===== src/rtl/core/eav_pkg.sv =====
// Package for the email address validator: character classes, scan phases,
// scan state and the constants used to classify code units. No dependencies.
package eav_pkg;

  localparam int UNIT_W     = 16;
  localparam int CHAR_WIDTH = 16;
  localparam int N_SPECIALS = 12;

  typedef logic [UNIT_W-1:0]     unit_t;
  typedef logic [CHAR_WIDTH-1:0] char_t;

  localparam char_t U_DOT    = char_t'(8'h2E);
  localparam char_t U_QUOTE  = char_t'(8'h22);
  localparam char_t U_BSLASH = char_t'(8'h5C);
  localparam char_t U_SPACE  = char_t'(8'h20);
  localparam char_t U_DEL    = char_t'(8'h7F);
  localparam char_t U_AT     = char_t'(8'h40);

  localparam char_t SPECIALS [N_SPECIALS] = '{
    char_t'(8'h28), char_t'(8'h29), char_t'(8'h3C), char_t'(8'h3E),
    char_t'(8'h40), char_t'(8'h2C), char_t'(8'h3B), char_t'(8'h3A),
    char_t'(8'h5C), char_t'(8'h22), char_t'(8'h5B), char_t'(8'h5D)
  };

  typedef enum logic [2:0] {
    PH_LSTART,
    PH_LOCAL,
    PH_QUOTED,
    PH_ESCAPE,
    PH_DSTART,
    PH_DOMAIN
  } phase_t;

  typedef struct packed {
    logic is_dot;
    logic is_quote;
    logic is_bslash;
    logic is_space;
    logic is_at;
    logic printable;
    logic special;
  } unit_class_t;

  typedef struct packed {
    phase_t phase;
    logic   prev_was_dot;
    logic   prev_was_quote;
    logic   domain_dot_seen;
    logic   failed;
  } scan_state_t;

  localparam scan_state_t SCAN_RESET = '{
    phase: PH_LSTART, prev_was_dot: 1'b0, prev_was_quote: 1'b0,
    domain_dot_seen: 1'b0, failed: 1'b0
  };

endpackage


===== src/rtl/core/eav_unit_if.sv =====
// Input channel of the email address validator: one code unit per transfer.
// Depends on eav_pkg.
interface eav_unit_if;
  import eav_pkg::*;

  logic  valid;
  logic  ready;
  unit_t code_unit;
  logic  last;

  modport source (output valid, output code_unit, output last, input ready);
  modport sink   (input valid, input code_unit, input last, output ready);
endinterface


===== src/rtl/core/eav_verdict_if.sv =====
// Output channel of the email address validator: one verdict per address.
// No dependencies.
interface eav_verdict_if;
  logic valid;
  logic ready;
  logic valid_res;

  modport source (output valid, output valid_res, input ready);
  modport sink   (input valid, input valid_res, output ready);
endinterface


===== src/rtl/core/eav_classify.sv =====
// Code unit classifier: flags dot, quote, backslash, space, '@', printable
// and special. Depends on eav_pkg.
module eav_classify (
  input  eav_pkg::unit_t       code_unit,
  output eav_pkg::unit_class_t cls
);
  import eav_pkg::*;

  char_t u;
  logic  spec;

  assign u = code_unit[CHAR_WIDTH-1:0];

  always_comb begin
    spec = 1'b0;
    for (int i = 0; i < N_SPECIALS; i++) begin
      spec = spec | (u == SPECIALS[i]);
    end
  end

  always_comb begin
    cls.is_dot    = (u == U_DOT);
    cls.is_quote  = (u == U_QUOTE);
    cls.is_bslash = (u == U_BSLASH);
    cls.is_space  = (u == U_SPACE);
    cls.is_at     = (u == U_AT);
    cls.printable = (u > U_SPACE) && (u < U_DEL);
    cls.special   = spec;
  end
endmodule


===== src/rtl/core/eav_scan.sv =====
// Address scanner: phase register and flags, updated once per code unit,
// with the verdict formed on the last unit. Depends on eav_pkg.
module eav_scan (
  input  logic                 clk,
  input  logic                 rst,
  input  logic                 step,
  input  logic                 step_last,
  input  eav_pkg::unit_class_t cls,
  output logic                 verdict
);
  import eav_pkg::*;

  scan_state_t state;
  scan_state_t state_next;
  scan_state_t upd;
  logic        plain;

  assign plain = cls.printable && !cls.special;

  always_comb begin
    upd = state;
    if (!state.failed) begin
      unique case (state.phase)
        PH_LSTART, PH_LOCAL: begin
          priority if (state.prev_was_quote) begin
            upd.prev_was_quote = 1'b0;
            priority if (cls.is_at) begin
              upd.phase        = PH_DSTART;
              upd.prev_was_dot = 1'b0;
            end else if (cls.is_dot) begin
              upd.phase        = PH_LOCAL;
              upd.prev_was_dot = 1'b1;
            end else begin
              upd.failed = 1'b1;
            end
          end else if (cls.is_quote &&
                       (state.phase == PH_LSTART || state.prev_was_dot)) begin
            upd.phase        = PH_QUOTED;
            upd.prev_was_dot = 1'b0;
          end else if (cls.is_at) begin
            if (state.phase == PH_LSTART || state.prev_was_dot) begin
              upd.failed = 1'b1;
            end else begin
              upd.phase        = PH_DSTART;
              upd.prev_was_dot = 1'b0;
            end
          end else if (state.phase == PH_LSTART && cls.is_dot) begin
            upd.failed = 1'b1;
          end else if (!plain) begin
            upd.failed = 1'b1;
          end else begin
            upd.phase        = PH_LOCAL;
            upd.prev_was_dot = cls.is_dot;
          end
        end
        PH_QUOTED: begin
          priority if (cls.is_quote) begin
            upd.phase          = PH_LOCAL;
            upd.prev_was_quote = 1'b1;
            upd.prev_was_dot   = 1'b0;
          end else if (cls.is_bslash) begin
            upd.phase = PH_ESCAPE;
          end else if (!cls.printable) begin
            upd.failed = 1'b1;
          end else begin
            upd.phase = PH_QUOTED;
          end
        end
        PH_ESCAPE: begin
          if (cls.is_space || cls.printable) begin
            upd.phase = PH_QUOTED;
          end else begin
            upd.failed = 1'b1;
          end
        end
        PH_DSTART: begin
          if (cls.is_dot || !plain) begin
            upd.failed = 1'b1;
          end else begin
            upd.phase        = PH_DOMAIN;
            upd.prev_was_dot = 1'b0;
          end
        end
        PH_DOMAIN: begin
          priority if (cls.is_dot) begin
            if (state.prev_was_dot) begin
              upd.failed = 1'b1;
            end else begin
              upd.domain_dot_seen = 1'b1;
              upd.prev_was_dot    = 1'b1;
            end
          end else if (!plain) begin
            upd.failed = 1'b1;
          end else begin
            upd.prev_was_dot = 1'b0;
          end
        end
        default: begin
          upd.failed = 1'b1;
        end
      endcase
    end
  end

  always_comb begin
    state_next = state;
    if (step) begin
      state_next = step_last ? SCAN_RESET : upd;
    end
  end

  always_comb begin
    verdict = !upd.failed && (upd.phase == PH_DOMAIN) && upd.domain_dot_seen &&
              !upd.prev_was_dot;
  end

  always_ff @(posedge clk) begin
    if (rst) begin
      state <= SCAN_RESET;
    end else begin
      state <= state_next;
    end
  end
endmodule


===== src/rtl/core/email_address_validator_core.sv =====
// Email address validator: input register, classifier and scanner, verdict register.
// A last code unit's verdict is formed from the input register and held in the verdict register.
// Throughput: one code unit per cycle; only a last unit waits for a full verdict register.
// Reset (rst, synchronous): empties both registers and returns the scanner to local part start.
// Depends on eav_pkg, eav_unit_if, eav_verdict_if, eav_classify, eav_scan.
module email_address_validator_core (
  input  logic          clk,
  input  logic          rst,
  eav_unit_if.sink      units,
  eav_verdict_if.source verdict
);
  import eav_pkg::*;

  logic        in_v;
  unit_t       in_unit;
  logic        in_last;
  logic        out_v;
  logic        out_res;
  logic        adv;
  logic        scan_ok;
  unit_class_t cls;

  assign adv           = in_v && (!in_last || !out_v || verdict.ready);
  assign units.ready   = !in_v || adv;
  assign verdict.valid = out_v;
  assign verdict.valid_res = out_res;

  eav_classify u_classify (
    .code_unit (in_unit),
    .cls       (cls)
  );

  eav_scan u_scan (
    .clk       (clk),
    .rst       (rst),
    .step      (adv),
    .step_last (in_last),
    .cls       (cls),
    .verdict   (scan_ok)
  );

  always_ff @(posedge clk) begin
    if (rst) begin
      in_v <= 1'b0;
    end else if (units.ready) begin
      in_v <= units.valid;
    end
  end

  always_ff @(posedge clk) begin
    if (units.ready && units.valid) begin
      in_unit <= units.code_unit;
      in_last <= units.last;
    end
  end

  always_ff @(posedge clk) begin
    if (rst) begin
      out_v <= 1'b0;
    end else if (adv && in_last) begin
      out_v <= 1'b1;
    end else if (verdict.ready) begin
      out_v <= 1'b0;
    end
  end

  always_ff @(posedge clk) begin
    if (adv && in_last) begin
      out_res <= scan_ok;
    end
  end
endmodule


===== src/flat_wrapper.sv =====
// flat-port wrapper written by rule: the top's interface ports become plain ports
module email_address_validator_core_flat import eav_pkg::*;
  (clk, rst, units_valid, units_code_unit, units_last, units_ready, verdict_valid, verdict_valid_res, verdict_ready);
  eav_unit_if units_i ();
  eav_verdict_if verdict_i ();
  input  logic clk;
  input  logic rst;
  input wire logic [$bits(units_i.valid)-1:0] units_valid;
  input wire logic [$bits(units_i.code_unit)-1:0] units_code_unit;
  input wire logic [$bits(units_i.last)-1:0] units_last;
  output wire logic [$bits(units_i.ready)-1:0] units_ready;
  output wire logic [$bits(verdict_i.valid)-1:0] verdict_valid;
  output wire logic [$bits(verdict_i.valid_res)-1:0] verdict_valid_res;
  input wire logic [$bits(verdict_i.ready)-1:0] verdict_ready;
  assign units_i.valid = units_valid;
  assign units_i.code_unit = units_code_unit;
  assign units_i.last = units_last;
  assign units_ready = units_i.ready;
  assign verdict_valid = verdict_i.valid;
  assign verdict_valid_res = verdict_i.valid_res;
  assign verdict_i.ready = verdict_ready;
  email_address_validator_core u_core (.clk(clk), .rst(rst), .units(units_i), .verdict(verdict_i));
endmodule

===== config.mk =====
export PLATFORM = sky130hd
export DESIGN_NAME = email_address_validator_core_flat
export DESIGN_NICKNAME = d
export VERILOG_FILES = /design/src/rtl/core/eav_pkg.sv /design/src/rtl/core/eav_unit_if.sv /design/src/rtl/core/eav_verdict_if.sv /design/src/rtl/core/eav_classify.sv /design/src/rtl/core/eav_scan.sv /design/src/rtl/core/email_address_validator_core.sv /design/src/flat_wrapper.sv
export SDC_FILE = /design/constraint.sdc
export NUM_CORES = 1
export LEC_CHECK = 0
export BUFFER_PORTS_ARGS = -buffer_cell sky130_fd_sc_hd__clkbuf_2
export CORE_MARGIN = 8
export CORE_UTILIZATION = 56
export CTS_CLUSTER_DIAMETER = 40
export DETAILED_ROUTE_END_ITERATION = 12
export PLACE_DENSITY = 0.83
export SLEW_MARGIN = 20
export SYNTH_ARGS = -nofsm -noshare
export SYNTH_HDL_FRONTEND = slang
export SYNTH_SLANG_ARGS = --single-unit

===== constraint.sdc =====
create_clock -name clk -period 2.8 [get_ports clk]
set_clock_uncertainty 0.15 [all_clocks]
set_input_delay 0.28 -clock clk [delete_from_list [all_inputs] [get_ports clk]]
set_output_delay 0.28 -clock clk [all_outputs]
set_load 0.05 [all_outputs]

[Word-level counts from Yosys, hierarchy flattened]
Cells that the tools add are included.
Cells by class
  $lt $le $gt $ge: 2
  eq/ne operators: 22
  multiplexer cells: 42
  bitwise operators: 11
  reduce and logical (&&, ||, !) cells: 28
Operators with widths (count)
  == test 16 x 6 -> 1 bit (second input constant): 10
  == test 16 x 7 -> 1 bit (second input constant): 4
  two-way mux 4 bit: 9
  two-way mux 1 bit: 22
  > comparator 16 x 6 -> 1 bit (second input constant): 1
  less-than comparator 16 x 7 -> 1 bit (second input constant): 1
  two-way mux 7 bit: 2
  two-way mux 3 bit: 4
  case mux 3 bit (4 select lines): 1
  bitwise OR 1 bit: 11
  logical AND 1 bit: 10
  == test 3 bit (second input constant): 3
  logical NOT 1 bit: 7
  == test 3 x 2 -> 1 bit (second input constant): 2
  logical OR 1 bit: 6
  case mux 1 bit (5 select lines): 1
  case mux 1 bit (4 select lines): 1
  AND reduction 4 bit: 1
  == test 3 x 1 -> 1 bit (second input constant): 1
  logical NOT 3 bit: 1
  != test 3 x 2 -> 1 bit (second input constant): 1
  nonzero test 3 bit: 1
  two-way mux 2 bit: 1
  != test 2 x 1 -> 1 bit (second input constant): 1
  3 further kinds: 3
Storage, ports and cells
  register bits: 27
  logic and storage cells: 115

[Depth between registers and ports, before layout]
  depth after elaboration: 25
  depth in mapped cells: 8

[By module]
Synthesis repeated with hierarchy kept, for this count alone.
Second synthesis, totals
  cell total of the unflattened synthesis: 161
  area total of the unflattened synthesis: 1567.8 µm²
Modules (own cells, without submodules)
  eav_scan: times used 1, cells each 93, area each 679.4 µm²
  email_address_validator_core: times used 1, cells each 30, area each 644.4 µm²
  eav_classify: times used 1, cells each 38, area each 244.0 µm²

[Least setup slack after synthesis]
Ideal clock, no wire load.
  path type: flip-flop to flip-flop
  start point: register u_core.in_unit[8]
  end point: register u_core.out_res, in the netlist u_core.verdict.valid_res, data pin
  arrival time: 1965 ps
  setup slack: 428 ps
  stages on the path, launching flop included: 8
  path buffers: 0
  clock period less this slack: 2372 ps
  cells stage by stage: edfxtp_1 -> nor4_4 -> nand4_4 -> nor4_4 -> o21ai_1 -> a41o_1 -> o31ai_2 -> and4b_1
Between the ends
  longest elaborated chain between the ends: 25
Ends and longest elaborated chain
  from (decl): RTL line email_address_validator_core.sv:15  | unit_t in_unit;
  from (signal assigned): RTL line email_address_validator_core.sv:52  | in_unit <= units.code_unit;
  == test 16 x 6 -> 1 bit: RTL line eav_classify.sv:17  | spec = spec | (u == SPECIALS[i]);
  bitwise OR 1 bit (11 in a row): RTL line eav_classify.sv:17
  logical NOT 1 bit: RTL line eav_scan.sv:18  | assign plain = cls.printable && !cls.special;
  logical AND 1 bit: RTL line eav_scan.sv:18
  two-way mux 4 bit or two-way mux 1 bit (tied branches): RTL line eav_scan.sv:49, eav_scan.sv:92
  two-way mux 4 bit or two-way mux 1 bit (tied branches): RTL line eav_scan.sv:47  | end else if (state.phase == PH_LSTART && cls.is_dot) begin
  two-way mux 4 bit or two-way mux 1 bit (tied branches): RTL line eav_scan.sv:40  | end else if (cls.is_at) begin
  two-way mux 4 bit or two-way mux 1 bit (tied branches): RTL line eav_scan.sv:36  | end else if (cls.is_quote &&
  two-way mux 4 bit or two-way mux 1 bit (tied branches): RTL line eav_scan.sv:25  | priority if (state.prev_was_quote) begin
  case mux 3 bit (4 select lines) or case mux 1 bit (5 select lines) (tied branches): RTL line eav_scan.sv:23  | unique case (state.phase)
  two-way mux 7 bit *: RTL line eav_scan.sv:22  | if (!state.failed) begin
  == test 3 bit or logical NOT 1 bit (tied branches): RTL line eav_scan.sv:113  | verdict = !upd.failed && (upd.phase == PH_DOMAIN) && upd.domain_dot_seen &&
  logical AND 1 bit (2 in a row): RTL line eav_scan.sv:113
  logical AND 1 bit *: RTL line eav_scan.sv:113
  net u_core.scan_ok: RTL line email_address_validator_core.sv:20  | logic scan_ok;
  to (signal assigned): RTL line email_address_validator_core.sv:69  | out_res <= scan_ok;
  to (decl): RTL line email_address_validator_core.sv:18  | logic out_res;
Mark *: on every way through the listed nets, which the timed path passes. The rest lies on a longest branch. The select of a mux whose other input is x is not followed.
A chain may end at the register's enable or synchronous reset.

[Worst setup path in the final report]
  start point: register u_core.in_unit[12]
  end point: register u_core.out_res, in the netlist u_core.verdict.valid_res, data pin
Same word-level chain as after synthesis.

==> summary.txt <==
Status
  • Status: finished clean

STA
  • WHS: 0.02221 ns
  • Final min period: 2.674 ns
  • Slew HR: 60.12%
  • Fmax: 373.9 MHz
  • # setup viols final: 0
  • Period utilisation layout: 95.51%
  • RSZ-0062 raised after global routing: no
  • Worst-Margin Slew: 0.5974 ns
  • Setup TNS Final: 0 ns
  • Final Max Tran Viols: 0
  • Final Hold Fails: 0

Clock network
  • H-tree depth: 1
  • Worst skew pair latency: 0.33 ns
  • Post-CTS Hold Buffers: 16
  • CTS sink count: 27
  • Clock root cell: clkbuf_4
  • Clk buf depth: 2
  • CTS resizes: 0
  • Postcts setup bufs: 0
  • CTS tree: done
  • Reg clk slew, reported paths: 0.14 ns
  • Total CTS buffers: 3

Synth
  • Mapped cell area: 1594 µm²
  • Post-synthesis sequential area ratio: 45.21%
  • Post-synth EDFFs: 18
  • Share of synthesized registers carrying an async set or reset: 0%
  • Yosys warns: 0
  • Distinct cell type count of the synthesized netlist: 53
  • Avg Synthesized Cell Area: 10.35 µm²
  • Main synth FF type: edfxtp_1
  • Yosys reg bits: 27
  • Cells after synthesis: 154
  • Synth Net Count: 175

Route
  • DR vias: 1481
  • Drt first pass iters: 5
  • Routed Antenna Nets: 0
  • First DRT Iteration DRCs: 167
  • Residual DRC count: 0
  • DR WL/cell: 18.71 µm
  • Routed Wire Length: 4192 µm
  • Vias/cell: 6.612

Pwr
  • Flop pwr share: 65.4%
  • Leakage dissipation: 0.6971 nW
  • Internal Pwr Total: 0.5434 mW
  • Psw: 0.1759 mW
  • Switching share of power: 24.46%
  • VDD IR max: 0.0003312 V
  • Power per standard cell area: 373.1 nW/µm²
  • Final total power: 0.7193 mW
  • Clock Power Share: 23.2%
  • Share of power burned in combinational logic: 11.3%

Cells and area
  • Final non-filler cell total: 224
  • Layout Nets: 215
  • Layout cells sized above 1: 23.32%
  • Finished layout cell area: 1928 µm²
  • Final antenna diode count: 0
  • Area Growth Syn to Fin: 20.96%

Die
  • Die X: 69.35 µm
  • Num ports: 24
  • Initial Utilization: 58.31%
  • Core area: 2734 µm²
  • FP Rows: 19
  • Vert. Die Dim: 69.35 µm
  • Die Area: 4809 µm²

GRT
  • GRT Total Usage: 16.98%
  • Vias in the first global route: 1406
  • Grt peak-use layer: met2
  • First-pass GRT wire length: 6803 µm
  • Initial antenna violation count: 0
  • Met2 GRT Util: 30.84%
  • Total congestion overflow: 0
  • Met3 usage: 4.864%
  • Met1 Resource Use GR: 18.51%
  • Pin count of the biggest net entering global routing: 18

Setup path
  • Req. time, crit path: 2.76 ns
  • Cell Chain, Critical Path: nor4_4, nand4_4, nor4_4, o21ai_1, a41o_1, o31ai_2, and4b_1
  • Critical path endpoint category: register
  • Worst R2R Setup Slack: 0.13 ns
  • Worst r2r dst: u_core.verdict.valid_res
  • Worst r2r path cells: 7
  • Critical-path top delay cell: nor4_4
  • Crit-path max FO: 8
  • Worst Setup Start Kind: register
  • Critical Path Most Common Cell: nor4_4
  • Reg2reg start: u_core.in_unit[12]
  • Slowest cell delay on critical path: 0.49 ns
  • Worst Path Arrival: 2.63 ns
  • Critical setup path kind: register to register

Placed design
  • Cell Area, Placed: 1732 µm²
  • Inst Count DP: 203
  • GPL Wtd Cong: 0.9078
  • Half-perimeter wire length after placement: 2656 µm
  • Count of buffers from port buffering: 23

Min path
  • HP Class: input port to register
  • Hold path depth: 2
  • Worst hold path endpoint: u_core.u_scan.state[2]
  • Hold Path Origin: rst

Job
  • Max cap viols: 0
[state kept, by name, summed over array words and instances, names as in the netlist]
| register | count |
|---|---|
| u_core.in_unit | 16 |
| u_core.u_scan.state | 7 |
| u_core.in_last | 1 |
| u_core.in_v | 1 |
| u_core.verdict.valid | 1 |
| u_core.verdict.valid_res | 1 |
[layout make-up]
type                            instances  area [µm²]
Clock buffer                            4       26.28
Fill cell                             175       805.8
Inverter                                5       18.77
Multi-Input combinational cell        116       830.8
Sequential cell                        27       720.7
Tap cell                               31       38.79
Timing Repair Buffer                   41       292.8
[layout by cell type (no fill, tap or decap), drive strengths merged, types with 3 or more instances in the layout]
master       synthesis  final
nor3                 8      8
dlygate4sd3          0     17
edfxtp              18     18
nand4                7      7
dfxtp                9      9
nand3                5      5
a21oi                9      9
inv                  5      5
o21ai                9      9
nand2b               3      3
nor2                17     17
o211ai               4      4
nor4                 5      5
nand2                9      9
clkbuf               5     27
[cell families after synthesis]
group           share of synthesized area, %
compound gates                         21.90
buf+inv                                2.669
flops                                  45.21
simple gates                           30.22
[power by group through the flow]
stage / Combinational, mW / Clock [mW] / Sequential, mW
final: 0.0816 / 0.167 / 0.471
after global routing: 0.0875 / 0.183 / 0.473
after CTS: 0.0769 / 0.161 / 0.469
after detailed placement: 0.0593 / 0 / 0.478
after global placement: 0.0574 / 0 / 0.476
after floorplan: 0.0393 / 0 / 0.471
[synth_stat cells, types with 2 or more instances]
master / instances / area (µm²)
a21oi_1: 9 / 45.04
a31oi_1: 2 / 12.51
a32oi_1: 2 / 17.52
a41oi_1: 2 / 17.52
and3_1: 2 / 12.51
clkbuf_1: 5 / 18.77
dfxtp_1: 9 / 180.2
edfxtp_1: 18 / 540.5
inv_1: 5 / 18.77
nand2_1: 9 / 33.78
nand2b_1: 2 / 12.51
nand3_1: 5 / 25.02
nand4_1: 6 / 37.54
nor2_1: 17 / 63.81
nor2b_1: 2 / 12.51
nor3_1: 8 / 40.04
nor4_4: 4 / 85.08
o211ai_1: 4 / 30.03
o21ai_0: 7 / 35.03
o21ai_1: 2 / 10.01
o31a_1: 2 / 17.52
[worst max-delay path, delay by kind of cell, from the launching register on]
kind             cells  cell delay (ns)
AO/OA/AOI/OAI        3             0.56
AND/OR/NAND/NOR      4             1.30
flip-flops           1             0.45
[through the flow]
| step | setup slack, ns | utilization (%) |
|---|---|---|
| 6_report | 0.1258 | 70.53 |
| 3_5_place_dp | 0.1858 | 63.34 |
| 2_1_floorplan | 0.4285 | - |
| 4_1_cts | 0.1692 | 70.16 |
| 5_1_grt | 0.006153 | 70.53 |
| 3_3_place_gp | 0.2203 | 63.34 |
[metal layers]
layer	vias to the layer above	part of all wire [%]
li1	693	-
met1	681	39
met2	94	53
met3	13	7.1
met4	0	1.5
met5	-	0
[how the worst max path moves through the flow]
stage,startpoint,end,slack (ns),cells past startpoint
floorplan,u_core.in_unit[8],u_core.verdict.valid_res,0.43,7
global placement,u_core.in_unit[0],u_core.verdict.valid_res,0.22,6
detailed placement,u_core.in_unit[8],u_core.verdict.valid_res,0.19,7
CTS,u_core.in_unit[8],u_core.verdict.valid_res,0.17,7
global route,u_core.in_unit[8],u_core.verdict.valid_res,0.006,7
finish,u_core.in_unit[12],u_core.verdict.valid_res,0.13,7
Note: power is estimated with default switching activity, not from simulation.
